File: config.mk
export PLATFORM = sky130hd
export DESIGN_NAME = dual_servo_pulse_generator
export DESIGN_NICKNAME = d
export VERILOG_FILES = /design/src/design/dspg_pkg.sv /design/src/design/dual_servo_pulse_generator.sv /design/src/design/dspg_width_map.sv /design/src/design/dspg_frame_timer.sv
export SDC_FILE = /design/constraint.sdc
export NUM_CORES = 1
export LEC_CHECK = 0
export BUFFER_PORTS_ARGS = -buffer_cell sky130_fd_sc_hd__buf_2
export CORE_UTILIZATION = 25
export DETAILED_ROUTE_END_ITERATION = 12
export PLACE_DENSITY_LB_ADDON = 0.08
export SETUP_SLACK_MARGIN = 0.4
export SLEW_MARGIN = 20
export SYNTH_ARGS = -nofsm -noshare
export SYNTH_HDL_FRONTEND = slang
export SYNTH_SLANG_ARGS = --single-unit
File: constraint.sdc
create_clock -name clock -period 11.77 [get_ports clock]
set_input_delay 0.5885 -clock clock [delete_from_list [all_inputs] [get_ports clock]]
set_output_delay 0.5885 -clock clock [all_outputs]
set_load 0.01 [all_outputs]
File: src/design/dspg_pkg.sv
// ----------------------------------------------------------------------------
// dspg_pkg
// Shared types and constants for the dual servo pulse generator.
// ----------------------------------------------------------------------------
package dspg_pkg;

   localparam int unsigned WIDTH_BITS  = 8;
   localparam int unsigned COUNT_BITS  = 16;
   localparam int unsigned VALUE_BITS  = 16;
   localparam int unsigned CSR_IDX_BITS = 2;
   localparam int unsigned CSR_DATA_BITS = 16;

   // Register reset values
   localparam logic [WIDTH_BITS-1:0] MIN_WIDTH_RESET = 8'd5;
   localparam logic [WIDTH_BITS-1:0] MAX_WIDTH_RESET = 8'd25;
   localparam logic [COUNT_BITS-1:0] PERIOD_RESET    = 16'd200;
   // Midpoint of the min and max reset values
   localparam logic [WIDTH_BITS-1:0] WIDTH_RESET =
      WIDTH_BITS'((32'(MIN_WIDTH_RESET) + 32'(MAX_WIDTH_RESET)) / 2);

   // ADC full scale and pulse divisor
   localparam logic [9:0] ADC_FULL_SCALE = 10'd1023;
   // value / 200 == (value >> 3) / 25 == ((value >> 3) * 5243) >> 17
   localparam logic [12:0] PULSE_RECIP = 13'd5243;
   localparam int unsigned PULSE_SHIFT = 17;

   // Register indexes
   localparam logic [CSR_IDX_BITS-1:0] CSR_MIN_WIDTH = 2'd0;
   localparam logic [CSR_IDX_BITS-1:0] CSR_MAX_WIDTH = 2'd1;
   localparam logic [CSR_IDX_BITS-1:0] CSR_PERIOD    = 2'd2;

   typedef enum logic [1:0] {
      CMD_TICK      = 2'd0,
      CMD_SET_ADC   = 2'd1,
      CMD_SET_PULSE = 2'd2
   } cmd_type;

   // One step handed to the frame timer
   typedef struct packed {
      logic                  fire;
      cmd_type               command;
      logic                  channel;
      logic [WIDTH_BITS-1:0] width;
   } dspg_step_type;

endpackage

File: src/design/dual_servo_pulse_generator.sv
// An accepted request word passes the input stage and the output stage before its response word.
// Throughput: one word per cycle while the response side is not stalled; a new word enters while the response waits.
// The frame counter, width and level registers update in the second stage.
// Reset clears both stages, the counter and the levels, loads widths of 15
// and the register defaults min 5, max 25, period 200.
// ----------------------------------------------------------------------------
// dual_servo_pulse_generator
// Two-channel servo pulse generator: tick and width-set commands in, the two
// servo levels after each command out.
// ----------------------------------------------------------------------------
module dual_servo_pulse_generator (
   input  logic                               clock,
   input  logic                               reset,
   // request channel
   input  logic                               req_valid,
   output logic                               req_stall,
   input  logic [1:0]                         req_command,
   input  logic                               req_channel,
   input  logic [dspg_pkg::VALUE_BITS-1:0]    req_value,
   // response channel
   output logic                               rsp_valid,
   input  logic                               rsp_stall,
   output logic                               rsp_servo0_level,
   output logic                               rsp_servo1_level,
   // register write port
   input  logic                               csr_write,
   input  logic [dspg_pkg::CSR_IDX_BITS-1:0]  csr_index,
   input  logic [dspg_pkg::CSR_DATA_BITS-1:0] csr_data
);
   import dspg_pkg::*;

   // Configuration registers
   logic [WIDTH_BITS-1:0] min_width_ff;
   logic [WIDTH_BITS-1:0] max_width_ff;
   logic [COUNT_BITS-1:0] period_ff;

   // Input stage
   logic                  s1_valid_ff;
   logic [1:0]            s1_command_ff;
   logic                  s1_channel_ff;
   logic [VALUE_BITS-1:0] s1_value_ff;

   // Output stage
   logic                  rsp_valid_ff;
   logic                  rsp_level0_ff;
   logic                  rsp_level1_ff;

   logic                  rsp_free;
   logic                  s1_advance;
   logic                  req_take;
   logic [WIDTH_BITS-1:0] adc_width;
   logic [WIDTH_BITS-1:0] pulse_width;
   dspg_step_type         step;
   logic                  level0_in;
   logic                  level1_in;

   // The response slot frees when empty or when its word is taken this cycle.
   // The input stage moves into it whenever it frees, so stall only when both
   // stages are full and the response side is stalled.
   assign rsp_free   = !rsp_valid_ff || !rsp_stall;
   assign s1_advance = s1_valid_ff && rsp_free;
   assign req_stall  = s1_valid_ff && !rsp_free;
   assign req_take   = req_valid && !req_stall;

   // Register writes; an index past the list is dropped
   always_ff @(posedge clock) begin
      if (reset) begin
         min_width_ff <= MIN_WIDTH_RESET;
         max_width_ff <= MAX_WIDTH_RESET;
         period_ff    <= PERIOD_RESET;
      end else if (csr_write) begin
         unique case (csr_index)
            CSR_MIN_WIDTH: min_width_ff <= csr_data[WIDTH_BITS-1:0];
            CSR_MAX_WIDTH: max_width_ff <= csr_data[WIDTH_BITS-1:0];
            CSR_PERIOD:    period_ff    <= csr_data[COUNT_BITS-1:0];
            default: begin
               // no register here
            end
         endcase
      end
   end

   // Input stage: capture a word whenever the stage is empty or advancing
   always_ff @(posedge clock) begin
      if (reset) begin
         s1_valid_ff <= 1'b0;
      end else if (!s1_valid_ff || s1_advance) begin
         s1_valid_ff <= req_valid;
      end
   end

   always_ff @(posedge clock) begin
      if (req_take) begin
         s1_command_ff <= req_command;
         s1_channel_ff <= req_channel;
         s1_value_ff   <= req_value;
      end
   end

   // Both width maps run on the staged value; the command picks one
   dspg_width_map u_width_map (
      .value       (s1_value_ff),
      .min_width   (min_width_ff),
      .max_width   (max_width_ff),
      .adc_width   (adc_width),
      .pulse_width (pulse_width)
   );

   always_comb begin
      step.fire    = s1_advance;
      step.command = cmd_type'(s1_command_ff);
      step.channel = s1_channel_ff;
      step.width   = (step.command == CMD_SET_ADC) ? adc_width : pulse_width;
   end

   // Counter, widths and levels advance with the stage
   dspg_frame_timer u_frame_timer (
      .clock     (clock),
      .reset     (reset),
      .step      (step),
      .period    (period_ff),
      .level0_in (level0_in),
      .level1_in (level1_in)
   );

   // Output stage: load the new levels as the input stage advances, hold
   // while stalled, drop valid once taken with nothing behind it
   always_ff @(posedge clock) begin
      if (reset) begin
         rsp_valid_ff <= 1'b0;
      end else if (rsp_free) begin
         rsp_valid_ff <= s1_valid_ff;
      end
   end

   always_ff @(posedge clock) begin
      if (s1_advance) begin
         rsp_level0_ff <= level0_in;
         rsp_level1_ff <= level1_in;
      end
   end

   assign rsp_valid        = rsp_valid_ff;
   assign rsp_servo0_level = rsp_level0_ff;
   assign rsp_servo1_level = rsp_level1_ff;

endmodule

File: src/design/dspg_width_map.sv
// ----------------------------------------------------------------------------
// dspg_width_map
// Maps an ADC reading or a timer pulse length to a pulse width in ticks.
// ----------------------------------------------------------------------------
module dspg_width_map (
   input  logic [dspg_pkg::VALUE_BITS-1:0] value,
   input  logic [dspg_pkg::WIDTH_BITS-1:0] min_width,
   input  logic [dspg_pkg::WIDTH_BITS-1:0] max_width,
   output logic [dspg_pkg::WIDTH_BITS-1:0] adc_width,
   output logic [dspg_pkg::WIDTH_BITS-1:0] pulse_width
);
   import dspg_pkg::*;

   logic [9:0]              adc_sat;
   logic [WIDTH_BITS-1:0]   span;
   logic [17:0]             adc_prod;
   logic [7:0]              adc_q0;
   logic [10:0]             adc_rem;
   logic [7:0]              adc_quot;
   logic [8:0]              adc_sum;
   logic [25:0]             pulse_prod;
   logic [8:0]              pulse_quot;
   logic [8:0]              pulse_lo;
   logic [8:0]              pulse_hi;

   // ADC map: min + sat(v) * span / 1023
   always_comb begin
      adc_sat  = (value > VALUE_BITS'(ADC_FULL_SCALE)) ? ADC_FULL_SCALE : value[9:0];
      span     = (max_width >= min_width) ? (max_width - min_width) : '0;
      adc_prod = 18'(adc_sat) * 18'(span);
      // x = q0*1024 + lo = q0*1023 + (q0 + lo); remainder stays below 2*1023
      adc_q0   = adc_prod[17:10];
      adc_rem  = 11'(adc_prod[9:0]) + 11'(adc_q0);
      adc_quot = (adc_rem >= 11'(ADC_FULL_SCALE)) ? (adc_q0 + 8'd1) : adc_q0;
      adc_sum  = 9'(min_width) + 9'(adc_quot);
      adc_width = adc_sum[7:0];
   end

   // Pulse set: value / 200, clamp low first, then high
   always_comb begin
      pulse_prod = 26'(value[15:3]) * 26'(PULSE_RECIP);
      pulse_quot = pulse_prod[25:PULSE_SHIFT];
      pulse_lo   = (pulse_quot < 9'(min_width)) ? 9'(min_width) : pulse_quot;
      pulse_hi   = (pulse_lo > 9'(max_width)) ? 9'(max_width) : pulse_lo;
      pulse_width = pulse_hi[7:0];
   end

endmodule

File: src/design/dspg_frame_timer.sv
// ----------------------------------------------------------------------------
// dspg_frame_timer
// Frame counter, stored channel widths and output levels.
// ----------------------------------------------------------------------------
module dspg_frame_timer (
   input  logic                            clock,
   input  logic                            reset,
   input  dspg_pkg::dspg_step_type         step,
   input  logic [dspg_pkg::COUNT_BITS-1:0] period,
   output logic                            level0_in,
   output logic                            level1_in
);
   import dspg_pkg::*;

   logic [COUNT_BITS-1:0] frame_count_ff, frame_count_in;
   logic [WIDTH_BITS-1:0] width0_ff, width0_in;
   logic [WIDTH_BITS-1:0] width1_ff, width1_in;
   logic                  level0_ff, level1_ff;
   logic [COUNT_BITS-1:0] count_inc;

   always_comb begin
      frame_count_in = frame_count_ff;
      width0_in      = width0_ff;
      width1_in      = width1_ff;
      level0_in      = level0_ff;
      level1_in      = level1_ff;
      count_inc      = frame_count_ff + COUNT_BITS'(1);
      unique case (step.command)
         CMD_TICK: begin
            frame_count_in = count_inc;
            if (count_inc == COUNT_BITS'(1)) begin
               level0_in = 1'b1;
               level1_in = 1'b1;
            end
            if (count_inc >= COUNT_BITS'(width0_ff)) begin
               level0_in = 1'b0;
            end
            if (count_inc >= COUNT_BITS'(width1_ff)) begin
               level1_in = 1'b0;
            end
            if (count_inc >= period) begin
               frame_count_in = '0;
            end
         end
         CMD_SET_ADC, CMD_SET_PULSE: begin
            if (step.channel) begin
               width1_in = step.width;
            end else begin
               width0_in = step.width;
            end
         end
         default: begin
            // unused command: hold everything
         end
      endcase
   end

   always_ff @(posedge clock) begin
      if (reset) begin
         frame_count_ff <= '0;
         width0_ff      <= WIDTH_RESET;
         width1_ff      <= WIDTH_RESET;
         level0_ff      <= 1'b0;
         level1_ff      <= 1'b0;
      end else if (step.fire) begin
         frame_count_ff <= frame_count_in;
         width0_ff      <= width0_in;
         width1_ff      <= width1_in;
         level0_ff      <= level0_in;
         level1_ff      <= level1_in;
      end
   end

endmodule

* After elaboration in Yosys (flattened, before gate mapping)
Index checks and enable logic that the tools add are counted.
** Storage, ports and cells
- Register bits :: 89
- Memories :: 0
- ROM bits :: 0
- RAM bits :: 0
- Output and inout port bits :: 4
- Latch bits :: 0
- Logic and storage cells :: 68
** Cells by class
- Magnitude comparators :: 8
- Muxes and demuxes :: 13
- $mul :: 2
- Divide/modulo/power cells :: 0
- Reductions and logical operators :: 19
- Shifts and indexed selects :: 0
- Bitwise gates (word level) :: 1
- Add/subtract/negate cells :: 5
- Eq/ne operators :: 5
** Operators by type and width (number)
- 16-bit by 8-bit greater-or-equal comparator with 1-bit output :: 2
- 8-bit 2-to-1 mux :: 4
- 13-bit by 13-bit multiplier with 26-bit output (second input constant) :: 1
- 10-bit by 8-bit multiplier with 18-bit output :: 1
- 16-bit by 1-bit adder with 16-bit output (second input constant) :: 1
- 16-bit by 1-bit equality test with 1-bit output (second input constant) :: 1
- 16-bit greater-or-equal comparator :: 1
- 16-bit by 10-bit > comparator with 1-bit output (second input constant) :: 1
- 16-bit 2-to-1 mux :: 1
- 10-bit by 8-bit adder with 11-bit output :: 1
- 11-bit by 10-bit greater-or-equal comparator with 1-bit output (second input constant) :: 1
- 10-bit 2-to-1 mux :: 1
- 9-bit by 8-bit > comparator with 1-bit output :: 1
- 9-bit by 8-bit less-than comparator with 1-bit output :: 1
- 9-bit 2-to-1 mux :: 1
- 8-bit by 1-bit adder with 8-bit output (second input constant) :: 1
- 8-bit adder :: 1
- 8-bit greater-or-equal comparator :: 1
- 2-bit AND reduction :: 4
- 8-bit subtractor :: 1
- 1-bit 2-to-1 mux :: 6
- 3-bit AND reduction :: 2
- 1-bit logical NOT :: 5
- 2-bit by 1-bit equality test with 1-bit output (second input constant) :: 2
- other kinds (6) :: 11

* Logic depth before layout (Yosys ltp)
- Word-level depth :: 8
- Mapped depth :: 47
- Depth with buffers taken out :: 45

* Hierarchy
From an unflattened synthesis, not the netlist that was laid out.
** Second synthesis, totals
- Cells, all modules :: 1426
- Area total of the unflattened synthesis :: 12659.6 µm²
** By module, submodules not included
- dspg_width_map :: area an instance 7878.8 µm², instances 1, seq. area each 0.0 µm², cells an instance 926
- dspg_frame_timer :: area an instance 2602.5 µm², instances 1, seq. area each 680.7 µm², cells an instance 327
- dual_servo_pulse_generator :: area an instance 2178.3 µm², instances 1, seq. area each 1311.3 µm², cells an instance 173

* Least setup slack after synthesis
No wires, ideal clock.
- Kind :: reg2reg
- Start point :: register max_width_ff[0]
- End point :: register u_frame_timer.width0_ff[6]
- Cell stages (with the launch flop) :: 46
- Setup slack :: 2.049 ns
- Library setup time :: 0.086 ns
- Data arrival time :: 9.635 ns
- Period minus slack after synthesis :: 9.721 ns
- Buffers on the path :: 1
- Cell sequence :: dfxtp_1 -> inv_1 -> ha_1 -> fa_1 -> nor2b_1 -> o21ai_0 -> a21boi_0 -> o21ai_0 -> nand3b_1 -> a21o_1 -> a21o_1 -> clkbuf_1 -> nand3_1 -> or2_2 -> fa_1 -> fa_1 -> inv_1 -> fa_1 -> [10 not listed] -> ha_1 -> a211o_1 -> a2111o_1 -> a31oi_1 -> a2111oi_0 -> o21ai_1 -> xnor2_1 -> ha_1 -> fa_1 -> a21o_1 -> a21o_1 -> a21o_1 -> a21oi_1 -> xor2_1 -> nand2_1 -> o31ai_1 -> a31o_2 -> a211oi_1
** Between the ends
- Word-level cells in the longest chain between the ends :: 8
** RTL lines
- start: declaration :: line dual_servo_pulse_generator.sv:34 : logic [WIDTH_BITS-1:0] max_width_ff;
- start signal: assignment :: line dual_servo_pulse_generator.sv:74 : CSR_MAX_WIDTH: max_width_ff <= csr_data[WIDTH_BITS-1:0];
- 8-bit subtractor or 8-bit greater-or-equal comparator (tied branches) :: line dspg_width_map.sv:29 : span = (max_width >= min_width) ? (max_width - min_width) : '0;
- 8-bit 2-to-1 mux :: line dspg_width_map.sv:29
- 10-bit by 8-bit multiplier with 18-bit output :: line dspg_width_map.sv:30 : adc_prod = 18'(adc_sat) * 18'(span);
- 10-bit by 8-bit adder with 11-bit output :: line dspg_width_map.sv:33 : adc_rem = 11'(adc_prod[9:0]) + 11'(adc_q0);
- 11-bit by 10-bit greater-or-equal comparator with 1-bit output :: line dspg_width_map.sv:34 : adc_quot = (adc_rem >= 11'(ADC_FULL_SCALE)) ? (adc_q0 + 8'd1) : adc_q0;
- 8-bit 2-to-1 mux :: line dspg_width_map.sv:34
- 8-bit adder :: line dspg_width_map.sv:35 : adc_sum = 9'(min_width) + 9'(adc_quot);
- 8-bit 2-to-1 mux (*) :: line dual_servo_pulse_generator.sv:113 : step.width = (step.command == CMD_SET_ADC) ? adc_width : pulse_width;
- end signal: assignment :: line dspg_frame_timer.sv:67 : width0_ff <= width0_in;
- end: declaration :: line dspg_frame_timer.sv:16 : logic [WIDTH_BITS-1:0] width0_ff, width0_in;
Mark *: on every way between the ends. The rest lies on a longest branch, timed or not.
A chain may end at the register's enable or synchronous reset.

* Final worst setup path
- Start point :: register min_width_ff[1]
- End point :: register u_frame_timer.width0_ff[6]
** Between the ends
- Word-level cells in the longest chain between the ends :: 8
** RTL lines
- start: declaration :: line dual_servo_pulse_generator.sv:33 : logic [WIDTH_BITS-1:0] min_width_ff;
- start signal: assignment :: line dual_servo_pulse_generator.sv:73 : CSR_MIN_WIDTH: min_width_ff <= csr_data[WIDTH_BITS-1:0];
- 8-bit subtractor or 8-bit greater-or-equal comparator (tied branches) :: line dspg_width_map.sv:29
- 8-bit 2-to-1 mux :: line dspg_width_map.sv:29
- 10-bit by 8-bit multiplier with 18-bit output :: line dspg_width_map.sv:30
- 10-bit by 8-bit adder with 11-bit output :: line dspg_width_map.sv:33
- 11-bit by 10-bit greater-or-equal comparator with 1-bit output :: line dspg_width_map.sv:34
- 8-bit 2-to-1 mux :: line dspg_width_map.sv:34
- 8-bit adder :: line dspg_width_map.sv:35
- 8-bit 2-to-1 mux (*) :: line dual_servo_pulse_generator.sv:113
Marks and branches as above.

==> metrics <==
status finished with violations; failing checks design-rule violations; most frequent cells after synthesis inv_1 (228), ha_1 (213), nor2_1 (136); CP endpoint kind register; ANT nets after route 0; post-synthesis sequential area ratio 16.7%; fin util 28.2%; Place WS 807 ps; fmax 96.0 MHz; DRC 3; Critical-path top delay cell fa_1; DIE AREA 48,700 µm²; Via density 4.61; Worst Path Arrival 10,710 ps; first-pass GRT wire length 55,200 µm; final period utilization 88.5%; DP Area 12,900 µm²; CTS Sinks 89; Synth Area per Inst 8.70 µm²; Most Frequent Cell on Critical Path fa_1; clock slew at reported path FFs 80 ps; DIE HEIGHT 221 µm; Cell variety after synth 78; TritonCTS Buffers 9; Synth Net Count 1,737; total gr overflow 0; Yosys top cell area share 22.3%; most used flip-flop cell after synthesis dfxtp_1; clock skew 10.9 ps; max_cap viols 0; post-layout net count 1,769; Tot GR Track Use 14.9%; Post-synth EDFFs 21; First DRT Iteration DRCs 379; Cells after Synth 1,374; Die X 221 µm; Clock Tree Root clkbuf_16; actual slew at the worst max-slew pin 1080 ps; deepest clock path buffer count 2; vias in the first global route 9,689; Hold Path Class input port to register; count of boundary I/O pins 46; Crit path largest cell delay 550 ps; wire per inst 16.8 µm; filler instances 5,147; RSZ-0062 raised after global routing false; Post-Route WL 34,000 µm; setup slack after layout 1360 ps; relative slew slack 27.6%; Critical Path Fanout Max 10; crit path launch type register; CTS tree done; Setup Viol. Count Final 0; post-synth top area cell ha_1; Yosys Warn Count 0; #FFs+latches synth 89; cell with the most instances after synthesis inv_1; Final Hold Vio Count 0; initial antenna violation count 1; TritonRoute pass-1 iters 8; # port buffers 45; synth-to-layout area growth 10.5%; minimum clock period 10,410 ps; WP data required 12,070 ps; Setup CP Type register to register; Final TNS setup 0 ps; Design Area, Final 13,200 µm²; row cnt 79; htree depth 3; Slew Limit Fails 0; largest net degree at the start of global routing 63; top cells by area, synth ha_1 (22%), fa_1 (18%), dfxtp_1 (11%); asr flop ratio synth 0%; layout cells sized above 1 8.72%; antenna cells 0; synthesized area 12,000 µm²; core box area 46,900 µm²; RD Place Congestion 0.781; Initial Utilization 25.5%; clock latency on the worst-skew pair 380 ps; HPWL Detailed 28,000 µm; vias 9,312
[critical path: cells and delay by family, from the launching register on]
| kind | cells | cell delay [ps] |
|---|---|---|
| simple gates | 6 | 1030 |
| flops | 1 | 460 |
| xor+xnor | 3 | 490 |
| fa+ha+maj | 9 | 3870 |
| buf+inv | 4 | 330 |
| compound gates | 21 | 4190 |
[repair_timing]
action                     4_1_cts  5_1_grt
buffers inserted                 0        1
hold buffers                     0        0
resized for setup                0       14
setup endpoints to repair        0       11
[cell families after synthesis]
group,Yosys count,synth area share (%)
simple gates,388,15.7
fa+ha+maj,321,40.4
compound gates,264,14.9
buf+inv,258,8.19
flops,89,16.7
xor+xnor,52,3.93
mux,2,0.167
[final timing paths]
kind,start,to,slack (ps),cells past startpoint
worst min-delay path,req_value[13],s1_value_ff[13],380,1
worst max register to register,min_width_ff[1],u_frame_timer.width0_ff[6],1360,43
worst min register to register,period_ff[9],period_ff[9],460,2
worst max-delay path,min_width_ff[1],u_frame_timer.width0_ff[6],1360,43
[sequential cells by signal (all words and copies together), names as in the netlist]
name / count
u_frame_timer.level0_ff: 1
s1_command_ff: 2
u_frame_timer.width0_ff: 8
max_width_ff: 8
rsp_valid: 1
rsp_servo1_level: 1
period_ff: 16
u_frame_timer.width1_ff: 8
u_frame_timer.frame_count_ff: 16
s1_channel_ff: 1
s1_valid_ff: 1
min_width_ff: 8
s1_value_ff: 16
u_frame_timer.level1_ff: 1
rsp_servo0_level: 1
[area by class of cell]
class	instances	area [µm²]	area share, %
sequential	89	1990	15.1
clock inverter	7	51.3	0.388
clock buffer	9	225	1.70
inverter	228	856	6.48
tap	607	759	5.75
timing repair buffer	51	283	2.14
multi-input combinational	1027	9050	68.5
[layout by cell type, fill, tap and decap left out, drive strengths merged, types with 4 or more instances in the layout]
cell type	synthesis	routed
dfxtp	68	68
edfxtp	21	21
o21ai	50	50
ha	213	213
a22oi	10	10
a21oi	66	66
and2	4	4
nand2b	13	13
a31oi	9	9
or3	7	7
nor2b	6	6
buf	8	51
fa	108	108
nor2	137	137
clkbuf	22	9
o21a	10	10
or2	21	21
a21o	37	37
xnor2	34	34
nor4	10	10
o31ai	11	11
a21boi	5	5
nand3b	7	7
o211ai	12	12
and3	20	20
nand3	26	26
xor2	17	17
nand4	12	12
inv	228	232
nor3	17	17
a31o	5	5
o41ai	4	4
a211oi	12	12
nand2	94	94
[metrics by stage]
stage          std cells  hold slack [ps]
2_1_floorplan       1374              436
3_3_place_gp        2001              450
3_5_place_dp        2001              452
4_1_cts             2017              343
5_1_grt             2018              354
6_report            2018              376
[layer usage]
layer | share of wire, % | wire [µm] | global-route usage [%]
met1 | 52 | 17600 | 21.1
met5 | 0 | 0 | 0
met4 | 1.8 | 623 | 4.34
met2 | 44 | 15000 | 23.4
met3 | 2.1 | 728 | 1.92
Power is not shown: default switching activity piles up to over one toggle a cycle in this logic, so the estimate is an artifact.
